**config.mk**
```make
export PLATFORM = sky130hd
export DESIGN_NAME = wuf_index_reduce
export DESIGN_NICKNAME = d
export VERILOG_FILES = /design/src/sv/wuf_pkg.sv /design/src/sv/wuf_index_reduce.sv
export SDC_FILE = /design/constraint.sdc
export NUM_CORES = 1
export LEC_CHECK = 0
export BUFFER_PORTS_ARGS = -buffer_cell sky130_fd_sc_hd__buf_2
export CORE_AREA = 2 2 39 41
export CTS_CLUSTER_DIAMETER = 100
export DETAILED_ROUTE_END_ITERATION = 6
export DIE_AREA = 0 0 41 43
export GPL_TIMING_DRIVEN = 0
export MAX_ROUTING_LAYER = met4
export PLACE_DENSITY = 0.66
export RECOVER_POWER = 100
export SLEW_MARGIN = 20
export SYNTH_ARGS = -nofsm -noshare
export SYNTH_HDL_FRONTEND = slang
export SYNTH_SLANG_ARGS = --single-unit
```
**constraint.sdc**
```tcl
create_clock -name clock -period 1.1 [get_ports clock]
set_clock_uncertainty 0.2 [all_clocks]
set_input_delay 0.11 -clock clock [delete_from_list [all_inputs] [get_ports clock]]
set_output_delay 0.11 -clock clock [all_outputs]
set_load 0.01 [all_outputs]
```
**src/sv/wuf_pkg.sv**
```systemverilog
// Shared widths, request codes, result beat type and saturating add for the union-find engine.
package wuf_pkg;

   localparam int NODE_W = 10;
   localparam int SUM_W  = 11;

   localparam logic [SUM_W-1:0] SUM_MAX = {SUM_W{1'b1}};

   typedef logic [1:0] req_code_type;

   localparam req_code_type REQ_JOIN = 2'd1;
   localparam req_code_type REQ_INIT = 2'd2;

   typedef struct packed {
      logic [NODE_W-1:0] root_node;
      logic              merged;
      logic [SUM_W-1:0]  set_size;
      logic [SUM_W-1:0]  set_weight;
   } result_type;

   function automatic logic [SUM_W-1:0] sat_add(input logic [SUM_W-1:0] lhs,
                                                input logic [SUM_W-1:0] rhs);
      logic [SUM_W:0] total;
      total = {1'b0, lhs} + {1'b0, rhs};
      return total[SUM_W] ? SUM_MAX : total[SUM_W-1:0];
   endfunction

endpackage

```
**src/sv/wuf_index_reduce.sv**
```systemverilog
// Two-stage reduction of a request node index modulo the table depth.
module wuf_index_reduce #(
   parameter int NODE_COUNT = 1024
) (
   input  logic                          clock,
   input  logic                          load,
   input  logic [wuf_pkg::NODE_W-1:0]    node_in,
   output logic [$clog2(NODE_COUNT)-1:0] index_out
);

   localparam int IW = $clog2(NODE_COUNT);
   localparam int NW = wuf_pkg::NODE_W;
   localparam int SH = NW + IW;
   localparam longint unsigned RECIP =
      ((64'd1 << SH) + 64'(NODE_COUNT) - 64'd1) / 64'(NODE_COUNT);
   localparam logic [SH:0] RECIP_V = RECIP[SH:0];
   localparam logic [IW:0] NLIM    = (IW+1)'(NODE_COUNT);

   logic [SH+NW:0]    prod;
   logic [NW-1:0]     quot_ff;
   logic [NW-1:0]     value_ff;
   logic [NW+IW:0]    prod_n;
   logic [NW+IW:0]    diff;
   logic [NW+IW:0]    fixed;
   logic [IW-1:0]     index_ff;

   assign prod = {{(SH+1){1'b0}}, node_in} * {{NW{1'b0}}, RECIP_V};

   always_ff @(posedge clock) begin
      if (load) begin
         quot_ff  <= prod[SH+NW-1:SH];
         value_ff <= node_in;
      end
   end

   assign prod_n = {{(IW+1){1'b0}}, quot_ff} * {{NW{1'b0}}, NLIM};
   assign diff   = {{(IW+1){1'b0}}, value_ff} - prod_n;
   assign fixed  = (diff >= {{NW{1'b0}}, NLIM}) ? diff - {{NW{1'b0}}, NLIM} : diff;

   always_ff @(posedge clock) begin
      index_ff <= fixed[IW-1:0];
   end

   assign index_out = index_ff;

endmodule

```
# Yosys cells after proc, flatten, opt, wreduce, memory -nomap -nowiden
# Cells that the tools add are included.
[word_totals] ff_bits=20 in_bits=12 out_inout_bits=10
[classes] add_sub_neg=1 magnitude_cmp=1 n_mux=1
[op_table] operator="10-bit by 11-bit >= comparator with 1-bit output (second input constant)" count=1
[op_table] operator="10-bit 2-to-1 mux" count=1
[op_table] operator="10-bit by 1-bit subtractor with 10-bit output (second input constant)" count=1

# Longest topological paths before layout
# Gate-level depths: netlist (run 1).
[logic_depth] word_depth=2 mapped_depth=0 ltp_nobuf=0

# Worst setup path after synthesis (run 1)
# No wires, ideal clock.
[synth_timing] path_type="reg-to-reg" from="register value_ff[0]" to="register index_ff[0], in the netlist index_out[0]" setup_ns=0.127 arrival_time_ns=0.323 t_required_ns=0.773 slack_ns=0.450 stages_incl_launch_ff=1 path_buffers=0 synth_period_minus_slack_ns=0.650 cell_sequence="edfxtp_1"
[synth_via] elab_chain_len=2
[synth_rtl] element="from (decl)" line_no="wuf_index_reduce.sv:21" source="logic [NW-1:0] value_ff;"
[synth_rtl] element="from (signal assigned)" line_no="wuf_index_reduce.sv:32" source="value_ff <= node_in;"
[synth_rtl] element="10-bit by 1-bit subtractor with 10-bit output or 10-bit by 11-bit >= comparator with 1-bit output (tied branches)" line_no="wuf_index_reduce.sv:38" source="assign fixed = (diff >= {{NW{1'b0}}, NLIM}) ? diff - {{NW{1'b0}}, NLIM} : diff;"
[synth_rtl] element="10-bit 2-to-1 mux (*)" line_no="wuf_index_reduce.sv:38"
[synth_rtl] element="to (signal assigned)" line_no="wuf_index_reduce.sv:41" source="index_ff <= fixed[IW-1:0];"
[synth_rtl] element="to (decl)" line_no="wuf_index_reduce.sv:25" source="logic [IW-1:0] index_ff;"
# Every way passes the cells marked *; elsewhere a longest branch is shown, timed or not.
# A chain may end at the register's enable or synchronous reset.

# Final worst setup path (run 1)
[layout_timing] from="register index_ff[7], in the netlist index_out[7]" to="output index_out[7]"
[layout_lines] element="to (decl)" line_no="wuf_index_reduce.sv:8" source="output logic [$clog2(NODE_COUNT)-1:0] index_out"
# No word-level cell between the ends.

==> reports/metrics.yaml, run 1 <==
status:
  status: "finished, final reports clean"
layout:
  n_antenna_cell: 0
  postLayoutCoreUtil_pct: 56.1
  stdcell_count: 72
  multi_input_gates: 0
  area_growth_pct: 55.0
  post_route_cells_drive_above_1_share_pct: 46.4
  nets: 69
  multi_input_area_um2: 0
run:
  maxCapViolCount: 0
clocking:
  clk-insertion-delay-late_ns: 0.29
  cts_made_buffers: 3
  root_buffer: "clkbuf_4"
  clock-sinks: 20
  cts_tree: "built"
  cts_max_level: 1
  post_cts_buffers: 0
  clkTransAtPathRegs_ns: 0.10
  cts_buffer_depth: 2
worst_setup_path:
  cp.required_ns: 0.79
  critPathMaxStageDelay_ns: 0.33
  start_kind: "flop"
  crit_arrival_ns: 0.75
  cp_num_buf_inv: 1
  end_kind: "primary output"
  critPathSlowestCell: "dfxtp_1"
  cp_cell_sequence: "clkbuf_2"
  worstSetupPathType: "reg2out"
  cp_top_family: "flip-flops"
  crit_fanout: 1
routing:
  ant_nets: 0
  vias: 287
  wl_per_cell_um: 10.3
  firstDrtPassIters: 4
  drt_iter0_drc: 2
  drc: 0
  routed_wl_um: 739
  vias_per_cell: 3.99
sta:
  fin_crit_sh_pct: 96.2
  fmax_ghz: 0.945
  final_max_slew_viol_count: 0
  worstMarginPinSlew_ns: 0.139
  final.setup.tns_ns: 0
  slew_headroom_pct: 90.8
  rsz0062_at_grt: "false"
  fin_crit_ns: 1.06
  finalSetupViolCount: 0
  hold_viol: 0
power:
  p_per_area_nw_per_um2: 1750
  leakagePower_nw: 0.334
  peakVddDrop_mv: 0.906
worst_hold_path:
  hold_class: "reg2reg"
synth:
  avgSynthCellArea_um2: 25.0
  synth_area_um2: 500
  synth_cells: 20
  yosysTopAreaCellShare_pct: 60.0
  ys_seq_area_share_pct: 100
  synth_area_leaders: "edfxtp_1, dfxtp_1"
  synth.distinct_cells: 2
  ys_ff_latch: 20
  yosys.area.top_type: "edfxtp_1"
  yosysWarnings: 0
  synth_nets: 32
die:
  core_um2: 1380
  die_y_um: 43
  design.die.area_um2: 1760
  die_width_um: 41
  ioPinCount: 22
  start_util_pct: 36.2
  rows: 14
global_routing:
  grt.total_usage_pct: 10.1
  first_global_vias: 296
  antenna_found_initial: 0
  grt_max_degree: 12
  grt_pass1_wl_um: 1050
  grt.overflow.total: 0
placement:
  gp_congestion: 0.726
  dpl.cell_count: 57
  io_buffers: 21
## final timing paths
path,to,depth (start not counted),from,slack (ns)
max,index_out[7],1,index_out[7],0.04
min,index_out[2],0,value_ff[2],0.15
max reg2reg,index_out[4],0,value_ff[4],0.40
min reg2reg,index_out[2],0,value_ff[2],0.15
## synthesized netlist by cell type, drive strengths merged
library cell,n
dfxtp,10
edfxtp,10
## power breakdown
group | leakage [nW] | switching (mW) | internal (mW)
Sequential | 0.182 | 0.0126 | 0.843
Clock | 0.0210 | 0.200 | 0.201
Combinational | 0.131 | 0.0400 | 0.0584
## placed cells by master, fill, tap and decap left out
master	Yosys	layout
dlygate4sd3_1	0	11
edfxtp_1	10	10
buf_2	0	12
dfxtp_1	10	9
clkbuf_2	0	8
dfxtp_2	0	1
clkbuf_8	0	1
clkbuf_4	0	4
## per-stage QoR
stage	total power, mW	hold WS, ns	worst slack (ns)	instance area (µm²)
3_5_place_dp	0.942	0.0881	0.241	626
6_report	1.36	0.149	0.0422	776
5_1_grt	1.41	0.160	0.00833	776
2_1_floorplan	0.887	0.00887	0.450	500
4_1_cts	1.38	0.152	0.0261	772
3_3_place_gp	0.937	0.0875	0.245	626
## kinds of logic after synthesis
group,count (synthesis),share of synthesized area (%)
flops,20,100
## sequential cells by signal, indices dropped and copies added, names as in the netlist
register,flops
value_ff,10
index_out,10
## routing by layer
layer,share of wire [%],GRT usage (%)
met3,7.3,3.66
met5,0,-
met4,0,9.33
met1,37,9.12
met2,56,15.3
## final cells by class
cell class / instances / area [µm²]
clock buffers: 4 / 36.3
fillers: 112 / 608
flip-flops and latches: 20 / 502
well taps: 16 / 20.0
repair buffers: 32 / 218
## what timing repair did
action	4_1_cts	5_1_grt
hold buffers	11	0
hold endpoints to repair	20	0
resized for setup	0	2
setup endpoints to repair	0	11
No activity file was read; power rests on OpenSTA's default activity.
==> inputs of run 2 (changes only) <==
--- a/config.mk
+++ b/config.mk
@@ -6,13 +6,14 @@
 export NUM_CORES = 1
 export LEC_CHECK = 0
 export BUFFER_PORTS_ARGS = -buffer_cell sky130_fd_sc_hd__buf_2
-export CORE_AREA = 2 2 39 41
+export CELL_PAD_IN_SITES_DETAIL_PLACEMENT = 0
+export CELL_PAD_IN_SITES_GLOBAL_PLACEMENT = 1
+export CORE_UTILIZATION = 37
 export CTS_CLUSTER_DIAMETER = 100
 export DETAILED_ROUTE_END_ITERATION = 6
-export DIE_AREA = 0 0 41 43
 export GPL_TIMING_DRIVEN = 0
 export MAX_ROUTING_LAYER = met4
-export PLACE_DENSITY = 0.66
+export PLACE_DENSITY_LB_ADDON = 0.1
 export RECOVER_POWER = 100
 export SLEW_MARGIN = 20
 export SYNTH_ARGS = -nofsm -noshare
==> run 2 against run 1 <==
Effect of this change:
- the flow now finishes with violations (negative setup slack)
- die area shrank 15%
- setup slack lost 0.045 ns
- via count grew 5.9%
- register-to-register slack is essentially flat
==> reports/metrics.yaml, run 2 (same netlist as run 1, synthesis figures left out) <==
status:
  status: "finished, violations left"  # was finished, final reports clean
  violations: "negative setup slack"
clocking:
  ctsResizeCount: 0  # unchanged
  cts_max_level: 1  # unchanged
  clk-insertion-delay-late_ns: 0.28  # was 0.29 ns
  cts_made_buffers: 3  # unchanged
  root_buffer: "clkbuf_4"  # unchanged
  cts_tree: "built"  # unchanged
  cts_buffer_depth: 2  # unchanged
  clock-sinks: 20  # unchanged
  clkTransAtPathRegs_ns: 0.10  # about the same
  post_cts_buffers: 0  # unchanged
  ctsHoldBuffers: 11  # unchanged
global_routing:
  grt_pass1_wl_um: 1330  # was 1050 µm
  first_global_vias: 326  # was 296
  grt.overflow.total: 0  # unchanged
  antenna_found_initial: 0  # unchanged
  grt_max_degree: 12  # unchanged
  grt.total_usage_pct: 15.2  # was 10.1%
die:
  start_util_pct: 42.2  # was 36.2%
  design.die.area_um2: 1500  # was 1760 µm²
  core_um2: 1190  # was 1380 µm²
  die_y_um: 38.8  # was 43 µm
  rows: 12  # was 14
  die_width_um: 38.8  # was 41 µm
  ioPinCount: 22  # unchanged
worst_hold_path:
  hold_class: "reg2reg"  # unchanged
power:
  peakVddDrop_mv: 0.965  # was 0.906 mV
  fin_total_pwr_mw: 1.28  # was 1.36 mW
  p_per_area_nw_per_um2: 1690  # was 1750 nW/µm²
  leakagePower_nw: 0.328  # was 0.334 nW
sta:
  final_max_slew_viol_count: 0  # unchanged
  rsz0062_at_grt: "false"  # unchanged
  worstMarginPinSlew_ns: 0.244  # was 0.139 ns
  finalSetupViolCount: 8  # was 0
  final.setup.worst_slack_ns: -0.00307  # was 0.0422 ns
  slew_headroom_pct: 83.7  # was 90.8%
  fin_crit_sh_pct: 100  # was 96.2%
  fmax_ghz: 0.907  # was 0.945 GHz
  hold_viol: 0  # unchanged
  fin_crit_ns: 1.10  # was 1.06 ns
  final.setup.tns_ns: -0.0178  # was 0 ns
routing:
  vias: 304  # was 287
  drc: 0  # unchanged
  wl_per_cell_um: 11.8  # was 10.3 µm
  firstDrtPassIters: 4  # unchanged
  routed_wl_um: 828  # was 739 µm
  drt_iter0_drc: 11  # was 2
  ant_nets: 0  # unchanged
  vias_per_cell: 4.34  # was 3.99
layout:
  stdcell_count: 70  # was 72
  area_growth_pct: 51.7  # was 55.0%
  n_fill_cell: 99  # was 112
  multi_input_area_um2: 0  # unchanged
  final_common_cell: "buf_2"  # unchanged
  nets: 69  # unchanged
  fin_area_um2: 759  # was 776 µm²
  post_route_cells_drive_above_1_share_pct: 42.9  # was 46.4%
  n_antenna_cell: 0  # unchanged
  layout_common_cells: "buf_2, dlygate4sd3_1, dfxtp_1, edfxtp_1, clkbuf_2"  # was buf_2, dlygate4sd3_1, edfxtp_1, dfxtp_1, clkbuf_2
  multi_input_gates: 0  # unchanged
worst_setup_path:
  worstSetupPathType: "in2reg"  # was reg2out
  end_kind: "flop"  # was primary output
  cp_num_buf_inv: 2  # was 1
  cp_top_family: "buffers and inverters"  # was flip-flops
  cp.required_ns: 0.88  # was 0.79 ns
  start_kind: "input pin"  # was flop
  crit_arrival_ns: 0.88  # was 0.75 ns
  crit_fanout: 10  # was 1
  critPathSlowestCell: "dlygate4sd3_1"  # was dfxtp_1
  cp_cell_sequence: "dlygate4sd3_1 > clkbuf_2"  # was clkbuf_2
  critPathMaxStageDelay_ns: 0.52  # was 0.33 ns
placement:
  io_buffers: 21  # unchanged
  gp_congestion: 0.609  # was 0.726
  dpl.cell_count: 55  # was 57
  place_area_um2: 623  # was 626 µm²
  dp_slack_ns: 0.247  # was 0.241 ns
run:
  maxCapViolCount: 0  # unchanged
## run 2: layer usage
layer	wire length (µm)	vias to the layer above	track usage [%]
met5	0	-	-
met4	8	0	10.3
met3	44	2	5.20
met2	465	14	26.7
met1	309	144	13.4
li1	-	144	-
## run 2: worst paths after layout
check	to	cells after the start	slack, ns	startpoint
worst max-delay path	value_ff[8]	2	-0.003	load
worst min-delay path	index_out[3]	0	0.15	value_ff[3]
worst max register to register	index_out[0]	0	0.39	value_ff[0]
worst min register to register	index_out[3]	0	0.15	value_ff[3]
## run 2: cell type report
cell class	instances	area (µm²)	area share (%)
Tap cell	14	17.5	2.31
Sequential cell	20	500	65.9
Timing Repair Buffer	32	215	28.3
Clock buffer	3	22.5	2.97
Clock inverter	1	3.75	0.494
## run 2: where the power goes
part	total, mW	internal, mW	switching (mW)
Sequential	0.856	0.843	0.0134
Clock	0.328	0.132	0.196
Combinational	0.0981	0.0576	0.0406
Total	1.28	1.03	0.250
## run 2: metrics by stage
step                      utilization (%)  hold slack, ns
final                                64.0           0.152
after global routing                 64.0           0.162
after CTS                            64.0           0.156
after detailed placement             52.5          0.0885
after global placement               52.5          0.0876
after floorplan                         -         0.00887
