## config.mk

```make
export PLATFORM = sky130hd
export DESIGN_NAME = wuf_ctrl
export DESIGN_NICKNAME = d
export VERILOG_FILES = /design/src/sv/wuf_pkg.sv /design/src/sv/wuf_ctrl.sv
export SDC_FILE = /design/constraint.sdc
export NUM_CORES = 1
export LEC_CHECK = 0
export ABC_AREA = 1
export BUFFER_PORTS_ARGS = -buffer_cell sky130_fd_sc_hd__buf_4
export CAP_MARGIN = 20
export CORE_MARGIN = 4
export CORE_UTILIZATION = 25
export DETAILED_ROUTE_END_ITERATION = 10
export PLACE_DENSITY_LB_ADDON = 0.3
export RECOVER_POWER = 50
export SYNTH_ARGS = -nofsm -noshare
export SYNTH_HDL_FRONTEND = slang
export SYNTH_SLANG_ARGS = --single-unit
export TNS_END_PERCENT = 10
```

## constraint.sdc

```tcl
create_clock -name clock -period 3.1 [get_ports clock]
set_clock_uncertainty 0.05 [all_clocks]
set_input_delay 0.62 -clock clock [delete_from_list [all_inputs] [get_ports clock]]
set_output_delay 0.62 -clock clock [all_outputs]
set_load 0.005 [all_outputs]
```

## src/sv/wuf_pkg.sv

```systemverilog
// Shared widths, request codes, result beat type and saturating add for the union-find engine.
package wuf_pkg;

   localparam int NODE_W = 10;
   localparam int SUM_W  = 11;

   localparam logic [SUM_W-1:0] SUM_MAX = {SUM_W{1'b1}};

   typedef logic [1:0] req_code_type;

   localparam req_code_type REQ_JOIN = 2'd1;
   localparam req_code_type REQ_INIT = 2'd2;

   typedef struct packed {
      logic [NODE_W-1:0] root_node;
      logic              merged;
      logic [SUM_W-1:0]  set_size;
      logic [SUM_W-1:0]  set_weight;
   } result_type;

   function automatic logic [SUM_W-1:0] sat_add(input logic [SUM_W-1:0] lhs,
                                                input logic [SUM_W-1:0] rhs);
      logic [SUM_W:0] total;
      total = {1'b0, lhs} + {1'b0, rhs};
      return total[SUM_W] ? SUM_MAX : total[SUM_W-1:0];
   endfunction

endpackage

```

## src/sv/wuf_ctrl.sv

```systemverilog
// Sequencer for clear, find walk, path compression, join and init over the node memory.
module wuf_ctrl #(
   parameter int NODE_COUNT = 1024
) (
   input  logic                                              clock,
   input  logic                                              reset,
   input  logic                                              req_valid,
   input  wuf_pkg::req_code_type                             req_type,
   input  logic                                              req_weight_in,
   output logic                                              req_stall,
   input  logic [$clog2(NODE_COUNT)-1:0]                     idx_a,
   input  logic [$clog2(NODE_COUNT)-1:0]                     idx_b,
   output logic                                              wr_en,
   output logic [$clog2(NODE_COUNT)-1:0]                     wr_addr,
   output logic [$clog2(NODE_COUNT)+2*wuf_pkg::SUM_W:0]      wr_data,
   output logic [$clog2(NODE_COUNT)-1:0]                     rd_addr,
   input  logic [$clog2(NODE_COUNT)+2*wuf_pkg::SUM_W:0]      rd_data,
   input  logic                                              out_free,
   output logic                                              res_load,
   output wuf_pkg::result_type                               res
);

   localparam int IW = $clog2(NODE_COUNT);
   localparam int SW = wuf_pkg::SUM_W;
   localparam int NW = wuf_pkg::NODE_W;
   localparam int WW = IW + 2*SW + 1;
   localparam logic [IW:0]   NODE_LIMIT = (IW+1)'(NODE_COUNT);
   localparam logic [IW-1:0] LAST_NODE  = IW'(NODE_COUNT - 1);
   localparam logic [SW-1:0] SIZE_ONE   = SW'(1);
   localparam logic [SW-1:0] SUM_ZERO   = SW'(0);

   typedef enum logic [8:0] {
      ST_CLEAR    = 9'b000000001,
      ST_IDLE     = 9'b000000010,
      ST_REDUCE   = 9'b000000100,
      ST_DISPATCH = 9'b000001000,
      ST_WALK     = 9'b000010000,
      ST_COMPRESS = 9'b000100000,
      ST_MERGE_LO = 9'b001000000,
      ST_MERGE_HI = 9'b010000000,
      ST_REPORT   = 9'b100000000
   } state_type;

   state_type             state_ff, state_in;
   logic [IW-1:0]         clr_ff, clr_in;
   wuf_pkg::req_code_type type_ff, type_in;
   logic                  wgt_ff, wgt_in;
   logic                  phase_ff, phase_in;
   logic [IW-1:0]         cur_ff, cur_in;
   logic [IW-1:0]         start_ff, start_in;
   logic [IW-1:0]         root_ff, root_in;
   logic [SW-1:0]         rsize_ff, rsize_in;
   logic [SW-1:0]         rweight_ff, rweight_in;
   logic [IW-1:0]         x_ff, x_in;
   logic [SW-1:0]         xs_ff, xs_in;
   logic [SW-1:0]         xw_ff, xw_in;
   logic [IW-1:0]         major_ff, major_in;
   logic [SW-1:0]         sum_s_ff, sum_s_in;
   logic [SW-1:0]         sum_w_ff, sum_w_in;
   logic [IW:0]           step_ff, step_in;
   logic [IW-1:0]         res_root_ff, res_root_in;
   logic                  res_merged_ff, res_merged_in;
   logic [SW-1:0]         res_size_ff, res_size_in;
   logic [SW-1:0]         res_weight_ff, res_weight_in;

   logic                  rd_flag;
   logic [IW-1:0]         rd_parent;
   logic [SW-1:0]         rd_size;
   logic [SW-1:0]         rd_weight;
   logic                  walk_go;
   logic                  comp_go;
   logic                  swap;
   logic [IW-1:0]         major_node;
   logic [IW-1:0]         minor_node;
   logic [SW-1:0]         minor_size;
   logic [SW-1:0]         minor_weight;
   logic [SW-1:0]         wgt_wide;
   logic [IW+NW-1:0]      res_root_wide;

   assign rd_flag   = rd_data[WW-1];
   assign rd_parent = rd_data[WW-2 -: IW];
   assign rd_size   = rd_data[2*SW-1 -: SW];
   assign rd_weight = rd_data[SW-1:0];

   assign walk_go = !rd_flag && (step_ff < NODE_LIMIT);
   assign comp_go = (cur_ff != root_ff) && !rd_flag && (step_ff < NODE_LIMIT);

   assign swap         = xs_ff < rsize_ff;
   assign major_node   = swap ? root_ff : x_ff;
   assign minor_node   = swap ? x_ff : root_ff;
   assign minor_size   = swap ? xs_ff : rsize_ff;
   assign minor_weight = swap ? xw_ff : rweight_ff;
   assign wgt_wide     = {{(SW-1){1'b0}}, wgt_ff};

   always_comb begin
      state_in      = state_ff;
      clr_in        = clr_ff;
      type_in       = type_ff;
      wgt_in        = wgt_ff;
      phase_in      = phase_ff;
      cur_in        = cur_ff;
      start_in      = start_ff;
      root_in       = root_ff;
      rsize_in      = rsize_ff;
      rweight_in    = rweight_ff;
      x_in          = x_ff;
      xs_in         = xs_ff;
      xw_in         = xw_ff;
      major_in      = major_ff;
      sum_s_in      = sum_s_ff;
      sum_w_in      = sum_w_ff;
      step_in       = step_ff;
      res_root_in   = res_root_ff;
      res_merged_in = res_merged_ff;
      res_size_in   = res_size_ff;
      res_weight_in = res_weight_ff;
      wr_en         = 1'b0;
      wr_addr       = cur_ff;
      wr_data       = '0;
      rd_addr       = cur_ff;
      res_load      = 1'b0;
      req_stall     = 1'b1;
      case (state_ff)
         ST_CLEAR: begin
            wr_en   = 1'b1;
            wr_addr = clr_ff;
            wr_data = {1'b1, clr_ff, SIZE_ONE, SUM_ZERO};
            clr_in  = clr_ff + 1'b1;
            if (clr_ff == LAST_NODE) begin
               state_in = ST_IDLE;
            end
         end
         ST_IDLE: begin
            req_stall = 1'b0;
            if (req_valid) begin
               type_in  = req_type;
               wgt_in   = req_weight_in;
               state_in = ST_REDUCE;
            end
         end
         ST_REDUCE: begin
            state_in = ST_DISPATCH;
         end
         ST_DISPATCH: begin
            if (type_ff == wuf_pkg::REQ_INIT) begin
               wr_en         = 1'b1;
               wr_addr       = idx_a;
               wr_data       = {1'b1, idx_a, SIZE_ONE, wgt_wide};
               res_root_in   = idx_a;
               res_merged_in = 1'b0;
               res_size_in   = SIZE_ONE;
               res_weight_in = wgt_wide;
               state_in      = ST_REPORT;
            end else begin
               cur_in   = idx_a;
               start_in = idx_a;
               rd_addr  = idx_a;
               step_in  = '0;
               phase_in = 1'b0;
               state_in = ST_WALK;
            end
         end
         ST_WALK: begin
            if (walk_go) begin
               cur_in  = rd_parent;
               rd_addr = rd_parent;
               step_in = step_ff + 1'b1;
            end else begin
               root_in    = cur_ff;
               rsize_in   = rd_size;
               rweight_in = rd_weight;
               cur_in     = start_ff;
               rd_addr    = start_ff;
               step_in    = '0;
               state_in   = ST_COMPRESS;
            end
         end
         ST_COMPRESS: begin
            if (comp_go) begin
               wr_en   = 1'b1;
               wr_addr = cur_ff;
               wr_data = {1'b0, root_ff, rd_size, rd_weight};
               cur_in  = rd_parent;
               rd_addr = rd_parent;
               step_in = step_ff + 1'b1;
            end else if (type_ff == wuf_pkg::REQ_JOIN && !phase_ff) begin
               x_in     = root_ff;
               xs_in    = rsize_ff;
               xw_in    = rweight_ff;
               phase_in = 1'b1;
               cur_in   = idx_b;
               start_in = idx_b;
               rd_addr  = idx_b;
               step_in  = '0;
               state_in = ST_WALK;
            end else if (type_ff == wuf_pkg::REQ_JOIN) begin
               state_in = ST_MERGE_LO;
            end else begin
               res_root_in   = root_ff;
               res_merged_in = 1'b0;
               res_size_in   = rsize_ff;
               res_weight_in = rweight_ff;
               state_in      = ST_REPORT;
            end
         end
         ST_MERGE_LO: begin
            if (x_ff == root_ff) begin
               res_root_in   = x_ff;
               res_merged_in = 1'b0;
               res_size_in   = xs_ff;
               res_weight_in = xw_ff;
               state_in      = ST_REPORT;
            end else begin
               wr_en    = 1'b1;
               wr_addr  = minor_node;
               wr_data  = {1'b0, major_node, minor_size, minor_weight};
               major_in = major_node;
               sum_s_in = wuf_pkg::sat_add(xs_ff, rsize_ff);
               sum_w_in = wuf_pkg::sat_add(xw_ff, rweight_ff);
               state_in = ST_MERGE_HI;
            end
         end
         ST_MERGE_HI: begin
            wr_en         = 1'b1;
            wr_addr       = major_ff;
            wr_data       = {1'b1, major_ff, sum_s_ff, sum_w_ff};
            res_root_in   = major_ff;
            res_merged_in = 1'b1;
            res_size_in   = sum_s_ff;
            res_weight_in = sum_w_ff;
            state_in      = ST_REPORT;
         end
         ST_REPORT: begin
            if (out_free) begin
               res_load = 1'b1;
               state_in = ST_IDLE;
            end
         end
         default: begin
            state_in = ST_IDLE;
         end
      endcase
   end

   always_ff @(posedge clock) begin
      if (reset) begin
         state_ff <= ST_CLEAR;
         clr_ff   <= '0;
         phase_ff <= 1'b0;
      end else begin
         state_ff <= state_in;
         clr_ff   <= clr_in;
         phase_ff <= phase_in;
      end
   end

   always_ff @(posedge clock) begin
      type_ff       <= type_in;
      wgt_ff        <= wgt_in;
      cur_ff        <= cur_in;
      start_ff      <= start_in;
      root_ff       <= root_in;
      rsize_ff      <= rsize_in;
      rweight_ff    <= rweight_in;
      x_ff          <= x_in;
      xs_ff         <= xs_in;
      xw_ff         <= xw_in;
      major_ff      <= major_in;
      sum_s_ff      <= sum_s_in;
      sum_w_ff      <= sum_w_in;
      step_ff       <= step_in;
      res_root_ff   <= res_root_in;
      res_merged_ff <= res_merged_in;
      res_size_ff   <= res_size_in;
      res_weight_ff <= res_weight_in;
   end

   assign res_root_wide  = {{NW{1'b0}}, res_root_ff};
   assign res.root_node  = res_root_wide[NW-1:0];
   assign res.merged     = res_merged_ff;
   assign res.set_size   = res_size_ff;
   assign res.set_weight = res_weight_ff;

endmodule

```

=== After elaboration in Yosys (flattened, before gate mapping) ===
Cells that the tools add are included.

* Add/sub/neg operators: 4
* Magnitude comparators: 2
* Equal/unequal tests: 26
* Multiplexer cells: 70
* Bitwise logic cells: 3
* Reduce and logical (&&, ||, !) cells: 18

{| class="wikitable"
|+ Operator list
! operator !! number
|-
| 2-to-1 mux 11 bit || 16
|-
| one-hot mux 33 bit (5 select lines) || 1
|-
| 2-to-1 mux 10 bit || 16
|-
| one-hot mux 11 bit (4 select lines) || 2
|-
| 2-to-1 mux 9 bit || 9
|-
| one-hot mux 9 bit (9 select lines) || 1
|-
| one-hot mux 10 bit (4 select lines) || 2
|-
| 2-to-1 mux 32 bit || 2
|-
| 2-to-1 mux 33 bit || 1
|-
| one-hot mux 11 bit (3 select lines) || 1
|-
| one-hot mux 10 bit (3 select lines) || 1
|-
| adder 11 x 11 -> 12 bit || 2
|-
| != test 2 bit (second input constant) || 11
|-
| one-hot mux 10 bit (2 select lines) || 1
|-
| 2-to-1 mux 1 bit || 14
|-
| adder 11 x 1 -> 11 bit (second input constant) || 1
|-
| < comparator 11 bit || 1
|-
| < comparator 11 bit (second input constant) || 1
|-
| adder 10 x 1 -> 10 bit (second input constant) || 1
|-
| equality test 10 bit || 1
|-
| equality test 10 bit (second input constant) || 1
|-
| != test 10 bit || 1
|-
| equality test 9 x 1 -> 1 bit (second input constant) || 1
|-
| equality test 9 x 2 -> 1 bit (second input constant) || 1
|-
| other kinds (24) || 34
|}

* Register bits after elaboration: 183
* Input port bits: 60
* Word-level logic and storage cells: 144

=== Logic depth before layout (Yosys ltp) ===
Gate-level depths: netlist of the first run.

* Depth after elaboration: 5
* Gate-level depth with buffers: 13
* Gate-level depth less buffers: 13

=== Worst setup path after synthesis of the first run ===
Ideal clock, no wire load.

* Path kind: reg-to-output
* Start point: register state_ff[1]
* End point: output port rd_addr[1]
* Arrival: 1.794 ns
* Required time: 2.430 ns
* Setup slack: 0.636 ns
* Cell stages (with the launch flop): 13
* Buffers on the path: 1
* Path through: dfxtp_1 nor2_2 nand2_1 inv_2 nand2_4 nor2_4 o21ai_0 inv_1 buf_2 nand2_1 o21ai_1 inv_1 nand4_1

* Cells in the longest elaborated chain, start to end: 2

{| class="wikitable"
|+ Ends and longest elaborated chain
! what !! line !! text
|-
| start: declaration || wuf_ctrl.sv:44 || <nowiki>state_type state_ff, state_in;</nowiki>
|-
| start signal: assignment || wuf_ctrl.sv:251 || <nowiki>state_ff <= state_in;</nowiki>
|-
| equality test 9 x 6 -> 1 bit, or another cell as far along || wuf_ctrl.sv:123 || <nowiki>case (state_ff)</nowiki>
|-
| one-hot mux 10 bit (3 select lines) * || wuf_ctrl.sv:123 ||
|-
| end: declaration || wuf_ctrl.sv:16 || <nowiki>output logic [$clog2(NODE_COUNT)-1:0] rd_addr,</nowiki>
|}

Mark *: on every way between the ends. The rest lies on a longest branch, timed or not.

=== Final worst setup path of the first run ===
* Start point: register rsize_ff[9]
* End point: output port wr_data[13] (netlist bit)

* Cells in the longest elaborated chain, start to end: 4

{| class="wikitable"
|+ Ends and longest elaborated chain
! what !! line !! text
|-
| start: declaration || wuf_ctrl.sv:52 || <nowiki>logic [SW-1:0] rsize_ff, rsize_in;</nowiki>
|-
| start signal: assignment || wuf_ctrl.sv:263 || <nowiki>rsize_ff <= rsize_in;</nowiki>
|-
| < comparator 11 bit || wuf_ctrl.sv:88 || <nowiki>assign swap = xs_ff < rsize_ff;</nowiki>
|-
| 2-to-1 mux 11 bit || wuf_ctrl.sv:91 || <nowiki>assign minor_size = swap ? xs_ff : rsize_ff;</nowiki>
|-
| 2-to-1 mux 32 bit || wuf_ctrl.sv:207 || <nowiki>if (x_ff == root_ff) begin</nowiki>
|-
| one-hot mux 33 bit (5 select lines) || wuf_ctrl.sv:123 ||
|-
| end: declaration || wuf_ctrl.sv:15 || <nowiki>output logic [$clog2(NODE_COUNT)+2*wuf_pkg::SUM_W:0] wr_data,</nowiki>
|}

No other way between the ends.

==> results of run 1 <==
timing repair:
action	CTS	global route
resized for setup	97	46
pin swaps	22	8
cloned	8	0
endpoints found under the setup margin	52	53
buffers inserted	49	8
how the worst max path moves through the flow:
stage	start	slack, ns	endpoint	cells past startpoint
6_report	rsize_ff[9]	-0.02	wr_data[13]	12
5_1_grt	state_ff[1]	-0.16	rd_addr[2]	10
4_1_cts	xs_ff[1]	-0.03	wr_data[27]	12
3_5_place_dp	xs_ff[8]	0.20	wr_data[13]	11
3_3_place_gp	xs_ff[2]	0.22	wr_data[26]	11
2_1_floorplan	state_ff[1]	0.64	rd_addr[1]	12
metal layers:
metal	GRT usage [%]	part of all wire, %
met5	0	0
met4	4.18	1.9
met3	3.08	6.7
met2	27.1	47
met1	22.6	45
layout make-up:
cell class                      count  area (µm²)  share of cell area, %
Tap cell                          532         666                   4.74
Clock buffer                       19         433                   3.08
Multi-Input combinational cell    872        4890                   34.8
Timing Repair Buffer              249        2090                   14.9
Inverter                          152         581                   4.13
Sequential cell                   183        5190                   37.0
Clock inverter                     13         191                   1.36
report_power, final:
group          total, mW  internal (mW)  switching (mW)  leakage (nW)
Sequential          3.07           2.89           0.172          1.63
Combinational       2.08          0.856            1.22          4.03
Clock               2.39           1.36            1.02         0.295
cells in the mapped netlist, types with 18 or more instances:
| cell type | n |
|---|---|
| sky130_fd_sc_hd__buf_2 | 22 |
| sky130_fd_sc_hd__o211ai_1 | 18 |
| sky130_fd_sc_hd__inv_1 | 139 |
| sky130_fd_sc_hd__edfxtp_1 | 153 |
| sky130_fd_sc_hd__a21oi_1 | 40 |
| sky130_fd_sc_hd__o21ai_0 | 48 |
| sky130_fd_sc_hd__nand2_1 | 355 |
| sky130_fd_sc_hd__ha_1 | 35 |
| sky130_fd_sc_hd__nand4_1 | 30 |
| sky130_fd_sc_hd__nor2_1 | 116 |
| sky130_fd_sc_hd__nand3_1 | 112 |
| sky130_fd_sc_hd__dfxtp_1 | 30 |
flip-flops by register name, summed over array words and instances (netlist names), 11 cells and up:
register,cells
sum_w_ff,11
xw_ff,11
xs_ff,11
res_weight_ff,11
step_ff,11
rsize_ff,11
res_size_ff,11
rweight_ff,11
sum_s_ff,11
stage by stage:
step	cells	area (µm²)	hold WS [ns]	utilization, %	worst slack [ns]
after floorplan	1249	10400	0.402	-	0.636
after global placement	1925	12400	0.417	30.1	0.223
after detailed placement	1925	12400	0.429	30.1	0.203
after CTS	2013	14000	0.270	34.0	-0.0340
after global routing	2020	14000	0.292	34.2	-0.162
final	2020	14000	0.320	34.2	-0.0220
critical path, cell delays in order (launching register included):
cell and delay (ns):
sky130_fd_sc_hd__edfxtp_1 0.40, sky130_fd_sc_hd__inv_2 0.10, sky130_fd_sc_hd__ha_1 0.27, sky130_fd_sc_hd__nand2_4 0.10, sky130_fd_sc_hd__o21a_1 0.23, sky130_fd_sc_hd__nand3_4 0.14, sky130_fd_sc_hd__buf_6 0.16, sky130_fd_sc_hd__buf_12 0.15
sky130_fd_sc_hd__nor2_1 0.08, sky130_fd_sc_hd__nor2_1 0.05, sky130_fd_sc_hd__nand2_1 0.07, sky130_fd_sc_hd__nand3_2 0.09, sky130_fd_sc_hd__buf_4 0.15
cells by family (layout without fill, tap and decap cells):
| family | count (synthesis) | count (layout) | synth area share (%) |
|---|---|---|---|
| XOR/XNOR | 15 | 15 | 1.26 |
| AO/OA/AOI/OAI | 161 | 161 | 9.53 |
| buffers and inverters | 194 | 433 | 7.52 |
| adder cells (fa/ha/maj) | 37 | 37 | 4.57 |
| AND/OR/NAND/NOR | 659 | 659 | 27.4 |
| flip-flops | 183 | 183 | 49.7 |
==> results by stage, run 1 <==
STA:
- Setup repair after global routing could not meet its margin everywhere.
- The setup TNS is -0.0638 ns.
- The final-report setup violation count is 7.
- The number of pins with negative max-slew slack in the final report is 0.
- Setup slack on the critical path of the routed design comes to -0.0220 ns.
- The transition time of the tightest slew-check pin is 0.768 ns.
- The clock period minus final worst setup slack is 3.12 ns.
- In the finished design, the share of the clock period the worst path needs comes to 101%.
- The maximum frequency from static timing analysis is 320 MHz.
- The total count of hold-check failures in the final report was 0.
- Headroom to the max-slew limit came out at 48.8%.

Pwr:
- In this run the static leakage power is 5.95 nW.
- The worst-case vdd ir drop is 317 µV.
- After layout, the design draws a total of 7.53 mW.
- For this design the ratio of total power to cell area is 536 nW/µm².

Synthesis:
- The part of the Yosys area used for sequential elements is 49.7%.
- After synthesis the cells add up to 10400 µm².
- For this run, the leading register cell type out of synthesis is sky130_fd_sc_hd__edfxtp_1.
- In this run the biggest area consumer among cell types represents 44.0% of the synthesized area.
- The average size of a mapped cell is 8.36 µm².
- The leading area contributor after synthesis is sky130_fd_sc_hd__edfxtp_1.
- The yosys synthesis warning count is 0.
- The post-synthesis sequential element count is 183.
- Yosys mapped the design onto 54 distinct sky130hd cell types.
- The net count after synthesis is 1346.
- The share of synthesized registers carrying an async set or reset is 0%.
- The number of enable flip-flop cells after synthesis is 153.
- In the post-synthesis netlist, the biggest area contributors are sky130_fd_sc_hd__edfxtp_1 (44%), sky130_fd_sc_hd__nand2_1 (13%), sky130_fd_sc_hd__dfxtp_1 (5.7%).
- The gate count after technology mapping is 1249.

Worst hold path:
- The launch point of the worst hold path is req_weight_in.
- The number of cells on the worst hold path is 1.
- The class of the most critical hold timing path is primary input to register.
- The worst-case hold path end point is wgt_ff.

Clocking:
- TritonCTS built the clock tree.
- Clock-pin slew was measured on the worst setup and hold paths at 0.07 ns.
- Counting along the longest clock path gives a buffer depth of 2.
- The clock net sink count is 183.
- The TritonCTS buffer count is 17.
- The root buffer cell chosen for the clock tree is sky130_fd_sc_hd__clkbuf_16.
- The later-pin clock latency in the skew report is 0.45 ns.
- The number of buffers inserted for hold repair after clock tree synthesis is 0.
- The H-tree depth is 4.

Layout:
- The total inserted antenna cells is 0.
- The most common library cell in the layout ignoring fill and taps is sky130_fd_sc_hd__nand2_1.
- In the final design database the tool counted 1572 nets.
- After filler insertion, the fill cell instance count of the layout stands at 4282.
- Leaving out fill and tap cells, the most frequent cells in the layout are sky130_fd_sc_hd__nand2_1 (340), sky130_fd_sc_hd__edfxtp_1 (153), sky130_fd_sc_hd__buf_4 (135).
- The fraction of final layout cells with drive strength greater than 1 is 25.5%.
- The synthesis-to-layout area growth is 34.5%.

Outcome:
- The checks that failed: negative setup slack.
- The run finished, with violations left.

Floorplanning:
- The number of standard-cell rows in the floorplan is 74.
- The area of the die is 45100 µm².
- The height of the die is 212 µm.
- The core region is 41100 µm².
- The initial core utilization is 25.4%.
- The horizontal die dimension is 212 µm.
- The I/O pin total is 149.

Route:
- The total number of vias is 9658.
- The via count normalized by instance count is 4.78.
- The first detailed-routing pass took 5 iterations.
- The DRC violation count after routing is 0.
- The number of design-rule violations left by the first detailed-router iteration is 713.
- The routed wire length per instance is 18.5 µm.
- The total routed wirelength is 37400 µm.
- Once detail routing completed, the nets flagged for antenna violations numbered 0.

GRT:
- The pin count of the biggest net entering global routing is 37.
- The via count of the first global-routing pass came to 9483.
- The first global-routing pass estimated 56800 µm of wire.
- In the global route stage, overall resource usage came out at 16.5%.
- The remaining global-route overflow is 0.
- The initial antenna violation count is 0.

Worst setup path:
- The worst flop-to-flop path startpoint is rsize_ff[0].
- In this run the critical register-to-register path is captured at sum_s_ff[8].
- The critical path start-end classification is register to output port.
- Of all nets on the critical path, the largest fanout is 10.
- The setup check on the worst reg-to-reg path leaves a slack of 0.55 ns.
- The sort of element at the start of the critical path is a register.
- Data on the critical path arrives at its endpoint at 2.45 ns.
- The number of cells on the worst reg-to-reg path is 9.
- For the worst setup path, the data required time is 2.43 ns.
- The capturing element type of the critical path is an output port.

Placement:
- Buffers placed on the I/O ports in this run total 148.
- The post-detailed-placement half-perimeter wirelength is 25200 µm.
- The final RePlAce weighted congestion is 0.853.

Run:
- Max-cap violations in this run came to 0.
(Power assumes the default switching activity.)
==> inputs of run 2 (changes only) <==
Settings changed: BUFFER_PORTS_ARGS -buffer_cell sky130_fd_sc_hd__buf_4 to unset, DONT_BUFFER_PORTS set to 1.
==> results by stage, run 2 (synthesized netlist as in run 1, its figures left out) <==
Pwr:
- Summed over all cells, the static leakage comes to 5.25 nW.
- The internal power summed over all cells is 4.55 mW.
- The part of the total power dissipated in sequential elements is 44.1%.
- The areal power density over the cells is 544 nW/µm².
- Summed over all nets, the switching power comes to 2.39 mW.
- The logic gate share of total power is 23.6%.
- The worst-case vdd ir drop is 296 µV.
- The clock network burns 32.4% of the power.
- Net switching is 34.5% of the power.

Clocking:
- Buffers inserted to repair hold after CTS numbered 0.
- The H-tree depth is 4.
- The clock tree from TritonCTS is done.
- The maximum clock path buffer count is 2.
- The clock-pin slew reported for the worst setup and hold paths after clock tree synthesis is 0.07 ns.
- The tree is rooted in a sky130_fd_sc_hd__clkbuf_16.
- Buffers inserted during clock tree synthesis total 17.
- For this design, the sink count on the clock tree is 183.
- Clock latency on the worst-skew pair, taken at its later pin, is 0.45 ns.

Worst hold path:
- The number of cells on the worst hold path is 1.
- The launch point of the worst hold path is reset.
- The class of the most critical hold timing path is primary input to register.
- The worst-case hold path end point is state_ff[8].

Layout:
- Of the cells placed in the final design, the portion with a size suffix greater than 1 is 17.9%.
- The synthesis-to-layout area growth is 22.3%.
- The total inserted antenna cells is 0.
- The top cell types in the final layout, fill and taps aside, are sky130_fd_sc_hd__nand2_1 (345), sky130_fd_sc_hd__edfxtp_1 (153), sky130_fd_sc_hd__inv_1 (125).
- In the final design database the tool counted 1402 nets.
- After routing the design area is 12800 µm².
- The most common library cell in the layout ignoring fill and taps is sky130_fd_sc_hd__nand2_1.
- The number of cells in the finished layout apart from fillers is 1850.

Route:
- The total number of vias is 8994.
- After detailed routing, the number of vias per cell comes to 4.86.
- The first detailed-routing pass took 5 iterations.
- After detailed routing, the total wire length is 36400 µm.
- The DRC violation count after routing is 0.
- The count of nets left with antenna violations after detail routing is 0.
- In this run, the number of DRC markers left after iteration 0 of detailed routing was 838.
- After detailed routing, the average wire length per cell comes to 19.7 µm.

STA:
- The smallest setup slack after layout is 0.0443 ns.
- The final clock period utilization by the worst path is 98.6%.
- The worst-case hold slack is 0.188 ns.
- For the final routed database, the setup TNS stands at 0 ns.
- The total count of hold-check failures in the final report is 0.
- In this run the tightest slew margin relative to its limit is 54.1%.
- The final-report setup violation count is 0.
- The clock period could shrink to 3.06 ns.
- The maximum frequency from static timing analysis is 327 MHz.
- Setup repair after global routing could not meet its margin everywhere.
- The number of pins with negative max-slew slack in the final report is 0.
- For the pin with the worst max-slew slack, the measured transition is 0.688 ns.

Placement:
- The total placed cells including tap cells is 1776.
- The number of input and output port buffers inserted is 0.
- The post-detailed-placement half-perimeter wirelength is 25400 µm.
- The setup slack at placement is 0.218 ns.
- The congestion estimate from routability-driven global placement came to 0.860.
- Once placement finished, the instance area stood at 11300 µm².

Run:
- The max-capacitance violation count is 0.

GRT:
- The first global-routing pass estimated 53400 µm of wire.
- Entering global routing, the biggest net connects 51 pins.
- The via count of the first global-routing pass is 8532.
- The remaining global-route overflow is 0.
- In the global route stage, overall resource usage came out at 15.8%.
- The initial antenna violation count is 0.

Worst setup path:
- The setup path with the least slack is of type register to output port.
- The worst-case reg-to-reg path depth is 8.
- Along the worst path, the maximum fanout reaches 5.
- For the worst setup path, the data arrival time is 2.39 ns.
- At the worst endpoint, the required time is 2.43 ns.
- In this run the critical register-to-register path is captured at res_root_ff[7].
- The worst reg-to-reg setup slack is 0.48 ns.
- The worst setup path is launched from a register.
- The worst register-to-register path begins at state_ff[1].
- The capturing element type of the critical path is an output port.

Floorplanning:
- The I/O pin total is 149.
- The initial core utilization is 25.4%.
- The floorplan core area is 41100 µm².
- The height of the die is 212 µm.
- The floorplan has 74 rows.
- The die covers 45100 µm².
- The floorplan step set the die width to 212 µm.

Outcome:
- The run finished with clean final reports.
[run 2: changes by cell type in the layout (fill, tap and decap cells not counted), moves of 7 or more]
cell | previous run | this run
sky130_fd_sc_hd__buf_4 | 135 | 46
sky130_fd_sc_hd__clkbuf_4 | 44 | 4
sky130_fd_sc_hd__clkbuf_1 | 34 | 10
sky130_fd_sc_hd__buf_6 | 22 | 3
sky130_fd_sc_hd__nand3_1 | 82 | 67
sky130_fd_sc_hd__nand3_2 | 30 | 44
sky130_fd_sc_hd__nor2_2 | 13 | 3
sky130_fd_sc_hd__nor2_1 | 106 | 115
sky130_fd_sc_hd__o21ai_0 | 54 | 47
[run 2: layout make-up]
type | instances | area, µm²
clock buffers | 19 | 453
clock inverters | 13 | 136
fillers | 4345 | 28300
inverters | 152 | 579
multi-input cells | 872 | 4940
flip-flops and latches | 183 | 5190
well taps | 532 | 666
repair buffers | 79 | 805
[run 2: worst max-delay path, stage by stage (launching register included)]
cell and delay, ns:
sky130_fd_sc_hd__edfxtp_1 0.44, sky130_fd_sc_hd__ha_4 0.33, sky130_fd_sc_hd__inv_4 0.04, sky130_fd_sc_hd__o31ai_4 0.23
sky130_fd_sc_hd__nand3_2 0.14, sky130_fd_sc_hd__nand3_4 0.13, sky130_fd_sc_hd__buf_12 0.16, sky130_fd_sc_hd__clkbuf_16 0.16
sky130_fd_sc_hd__nor2_4 0.03, sky130_fd_sc_hd__nor2_1 0.10, sky130_fd_sc_hd__nand2_1 0.08, sky130_fd_sc_hd__nand3_2 0.09
[run 2: what timing repair did]
item	4_1_cts	5_1_grt
hold endpoints to repair	0	0
gates cloned	3	3
pin swaps	12	20
buffers inserted	32	4
endpoints found under the setup margin	43	48
gates resized for setup	52	61
[run 2: power by group through the flow]
| stage | clock network, mW | logic, mW | registers [mW] |
|---|---|---|---|
| global placement | 0 | 1.57 | 3.11 |
| global route | 2.41 | 1.81 | 3.09 |
| floorplan | 0 | 0.964 | 3.07 |
| finish | 2.25 | 1.64 | 3.06 |
| detailed placement | 0 | 1.57 | 3.11 |
| CTS | 2.32 | 1.63 | 3.06 |
[run 2: worst max path at each step]
stage                     start          end  slack [ns]  depth (start not counted)
detailed placement     xs_ff[2]  wr_data[28]        0.22                         10
global route           xs_ff[7]   wr_data[8]       -0.07                         11
global placement       xs_ff[2]  wr_data[28]        0.22                         10
CTS                    xs_ff[7]  wr_data[31]      0.0009                         11
floorplan           state_ff[1]   rd_addr[1]        0.64                         12
finish                 xs_ff[2]  wr_data[20]        0.04                         11
[run 2: stage by stage]
| step | utilization (%) | total power, mW |
|---|---|---|
| 6_report | 31.1 | 6.95 |
| 5_1_grt | 31.1 | 7.31 |
| 4_1_cts | 30.3 | 7.01 |
| 3_5_place_dp | 27.4 | 4.69 |
| 3_3_place_gp | 27.4 | 4.68 |
| 2_1_floorplan | - | 4.03 |
[run 2: layer usage]
layer / GRT usage, % / vias to the layer above / routed length (µm)
li1: - / 4317 / -
met4: 3.82 / 0 / 355
met1: 21.3 / 4280 / 16000
met2: 25.4 / 368 / 16900
met3: 4.25 / 29 / 3130
met5: 0 / - / 0
==> inputs of run 3 (changes only) <==
--- a/config.mk
+++ b/config.mk
@@ -10,3 +10,3 @@
 export CORE_MARGIN = 4
-export CORE_UTILIZATION = 25
+export CORE_UTILIZATION = 32
 export DETAILED_ROUTE_END_ITERATION = 10
==> constraint.sdc (replaced) <==
create_clock -name clock -period 3.1 [get_ports clock]
set_clock_uncertainty 0.05 [all_clocks]
set_input_delay 0.31 -clock clock [delete_from_list [all_inputs] [get_ports clock]]
set_output_delay 0.31 -clock clock [all_outputs]
set_load 0.005 [all_outputs]
==> results by stage, run 3 (synthesized netlist as in run 1, its figures left out) <==
Pwr:
- The internal power summed over all cells is 4.34 mW.
- The logic gate share of total power is 22.0%.
- For this design the ratio of total power to cell area is 547 nW/µm².
- IR analysis of the VDD net gives a maximum drop of 404 µV.
- The share of total power dissipated in the clock network is 30.7%.
- Of the total power, the share spent switching nets is 33.2%.
- The part of the total power dissipated in sequential elements is 47.3%.
- For this design the static power due to leakage is 4.75 nW.
- Summed over all nets, the switching power comes to 2.16 mW.

Route:
- In the final routed layout, each cell accounts on average for 18.3 µm.
- The number of detailed-routing iterations run before antenna repair is 6.
- The total number of vias is 8771.
- For this block, the initial DRC count from the detailed router was 693.
- The count of nets left with antenna violations after detail routing is 0.
- Using the TritonRoute via totals, the vias-per-cell ratio works out to 5.07.
- The routed design has 31700 µm of wire.
- After detailed routing, the number of remaining DRC violations is 0.

Worst setup path:
- The worst flop-to-flop path startpoint is state_ff[1].
- The capturing element type of the critical path is an output port.
- The largest single stage delay on the critical path is 0.46 ns.
- The cell at the slowest stage of the critical path is sky130_fd_sc_hd__edfxtp_1.
- The critical path starts at root_ff[3].
- The sort of element at the start of the critical path is a register.
- The required time of the worst setup path is 2.74 ns.
- The critical path is of the register to output port type.
- On the critical path the largest part of the delay comes from simple AND/OR/NAND/NOR gates.
- In this run the worst path has a maximum fanout of 21.
- The worst endpoint data arrival time is 2.55 ns.
- Traced cell by cell, the critical path runs through inv_1, nor2_1, nor3_1, nand3_1, o21ai_4, buf_6, nor2_1, nand2_1, nand3_1.
- The number of buffers and inverters on the critical path is 2.

Layout:
- At the end of the flow, the number of nets in the layout was 1380.
- The number of filler cells placed in the layout is 3228.
- The combined flip-flop and latch cell area is 5190 µm².
- Leaving out fill and tap cells, the most frequent cells in the layout are sky130_fd_sc_hd__nand2_1 (355), sky130_fd_sc_hd__edfxtp_1 (153), sky130_fd_sc_hd__inv_1 (140).
- Once layout is complete, the utilization of the core stands at 37.3%.
- The synthesis-to-layout area growth is 13.7%.
- The fraction of final layout cells with drive strength greater than 1 is 7.64%.
- The library cell used most frequently in the layout, excluding fill and tap cells, is sky130_fd_sc_hd__nand2_1.
- The number of antenna diodes in the final layout is 0.
- The multi-input combinational cells in the finished layout cover a total of 4470 µm².

Outcome:
- The flow ran to the end, and the final reports show no timing, DRC or antenna violations.

STA:
- Final hold analysis gives a worst-case slack of 0.0217 ns.
- Subtracting the final worst setup slack from the clock period gives 2.91 ns.
- The final clock period utilization by the worst path is 94.0%.
- The transition time of the tightest slew-check pin is 1.14 ns.
- The worst slew margin relative to its limit is 23.7%.
- The worst path meets setup with 0.186 ns of slack.
- The final-report setup violation count is 0.
- The number of pins with negative max-slew slack in the final report is 0.
- The maximum frequency from static timing analysis is 343 MHz.
- The total count of hold-check failures in the final report is 0.

Clocking:
- The number of clock buffers added by TritonCTS is 17.
- TritonCTS built the clock tree.
- The clock reaches the later pin of the worst-skew pair after 0.44 ns.
- The library cell used as clock root buffer is sky130_fd_sc_hd__clkbuf_16.
- The clock net sink count is 183.
- The H-tree depth is 4.
- The clock-pin slew reported for the worst setup and hold paths after clock tree synthesis is 0.08 ns.
- The maximum clock path buffer count is 2.

Floorplanning:
- The core region is 31900 µm².
- The die covers 35600 µm².
- The height of the die is 189 µm.
- The initial core utilization is 32.8%.
- The I/O pin total is 149.
- Measured along the x axis, the die boundary spans 189 µm.
- Row generation in the floorplan step produced 65 rows.

GRT:
- The via count of the first global-routing pass is 8191.
- Global routing finished with a remaining overflow of 0.
- The pin count of the biggest net entering global routing is 54.
- The first global-routing pass estimated 48300 µm of wire.
- The global router's overall resource usage is 17.5%.
- The initial antenna violation count came to 0.

Worst hold path:
- The min-delay analysis places its worst path in the category primary input to register.
- The worst hold path begins at idx_b[6].

Placement:
- At the end of routability-driven placement, the weighted congestion stood at 0.864.
- The number of input and output port buffers inserted is 0.
- Timing analysis after detailed placement gives a worst setup slack of 0.489 ns.
- Once detailed placement completed, the half-perimeter wirelength came to 22200 µm.

Run:
- Max-cap violations in this run came to 0.
-- run 3: cell count changes in the layout (fill, tap and decap cells not counted), moves of 10 or more --
cell and delta:
sky130_fd_sc_hd__nand2_1 +10, sky130_fd_sc_hd__nand3_1 +45, sky130_fd_sc_hd__inv_2 -16, sky130_fd_sc_hd__nand3_2 -43, sky130_fd_sc_hd__dlygate4sd3_1 +31, sky130_fd_sc_hd__buf_4 -27
sky130_fd_sc_hd__inv_1 +15
-- run 3: metal layers --
metal | global-route usage [%] | share of wire [%]
met1 | 24.0 | 45
met2 | 28.2 | 46
met3 | 4.30 | 8.3
met4 | 3.84 | 1.0
met5 | 0 | 0
-- run 3: worst paths after layout --
path	cells after the start	slack, ns	endpoint
min	2	0.02	start_ff[6]
max	9	0.19	wr_data[0]
max reg2reg	11	0.44	res_root_ff[7]
min reg2reg	2	0.43	phase_ff
-- run 3: layout make-up --
cell class / instances / area share [%]
sequential: 183 / 43.7
multi-input combinational: 872 / 37.6
timing repair buffer: 57 / 4.88
inverter: 152 / 4.85
tap: 435 / 4.58
clock buffer: 19 / 3.64
clock inverter: 13 / 0.727
-- run 3: stage by stage --
step	setup TNS, ns	instance area [µm²]	power [mW]	instances
2_1_floorplan	0	10400	4.03	1249
3_5_place_dp	0	11000	4.54	1667
3_3_place_gp	0	11000	4.52	1667
6_report	0	11900	6.50	1731
4_1_cts	0	11900	6.58	1730
5_1_grt	-0.0142	11900	6.86	1731
-- run 3: timing repair --
| item | in CTS | in global routing |
|---|---|---|
| cloned | 0 | 0 |
| hold buffers | 31 | 0 |
| gates resized for setup | 1 | 6 |
| endpoints found under the setup margin | 1 | 40 |
| buffers inserted | 0 | 1 |
| hold endpoints to repair | 40 | 0 |
-- run 3: power groups by stage --
stage	logic (mW)	clock network, mW	registers (mW)
after floorplan	0.964	0	3.07
after global placement	1.40	0	3.12
after detailed placement	1.41	0	3.13
after CTS	1.46	2.05	3.07
after global routing	1.60	2.16	3.10
final	1.43	2.00	3.07
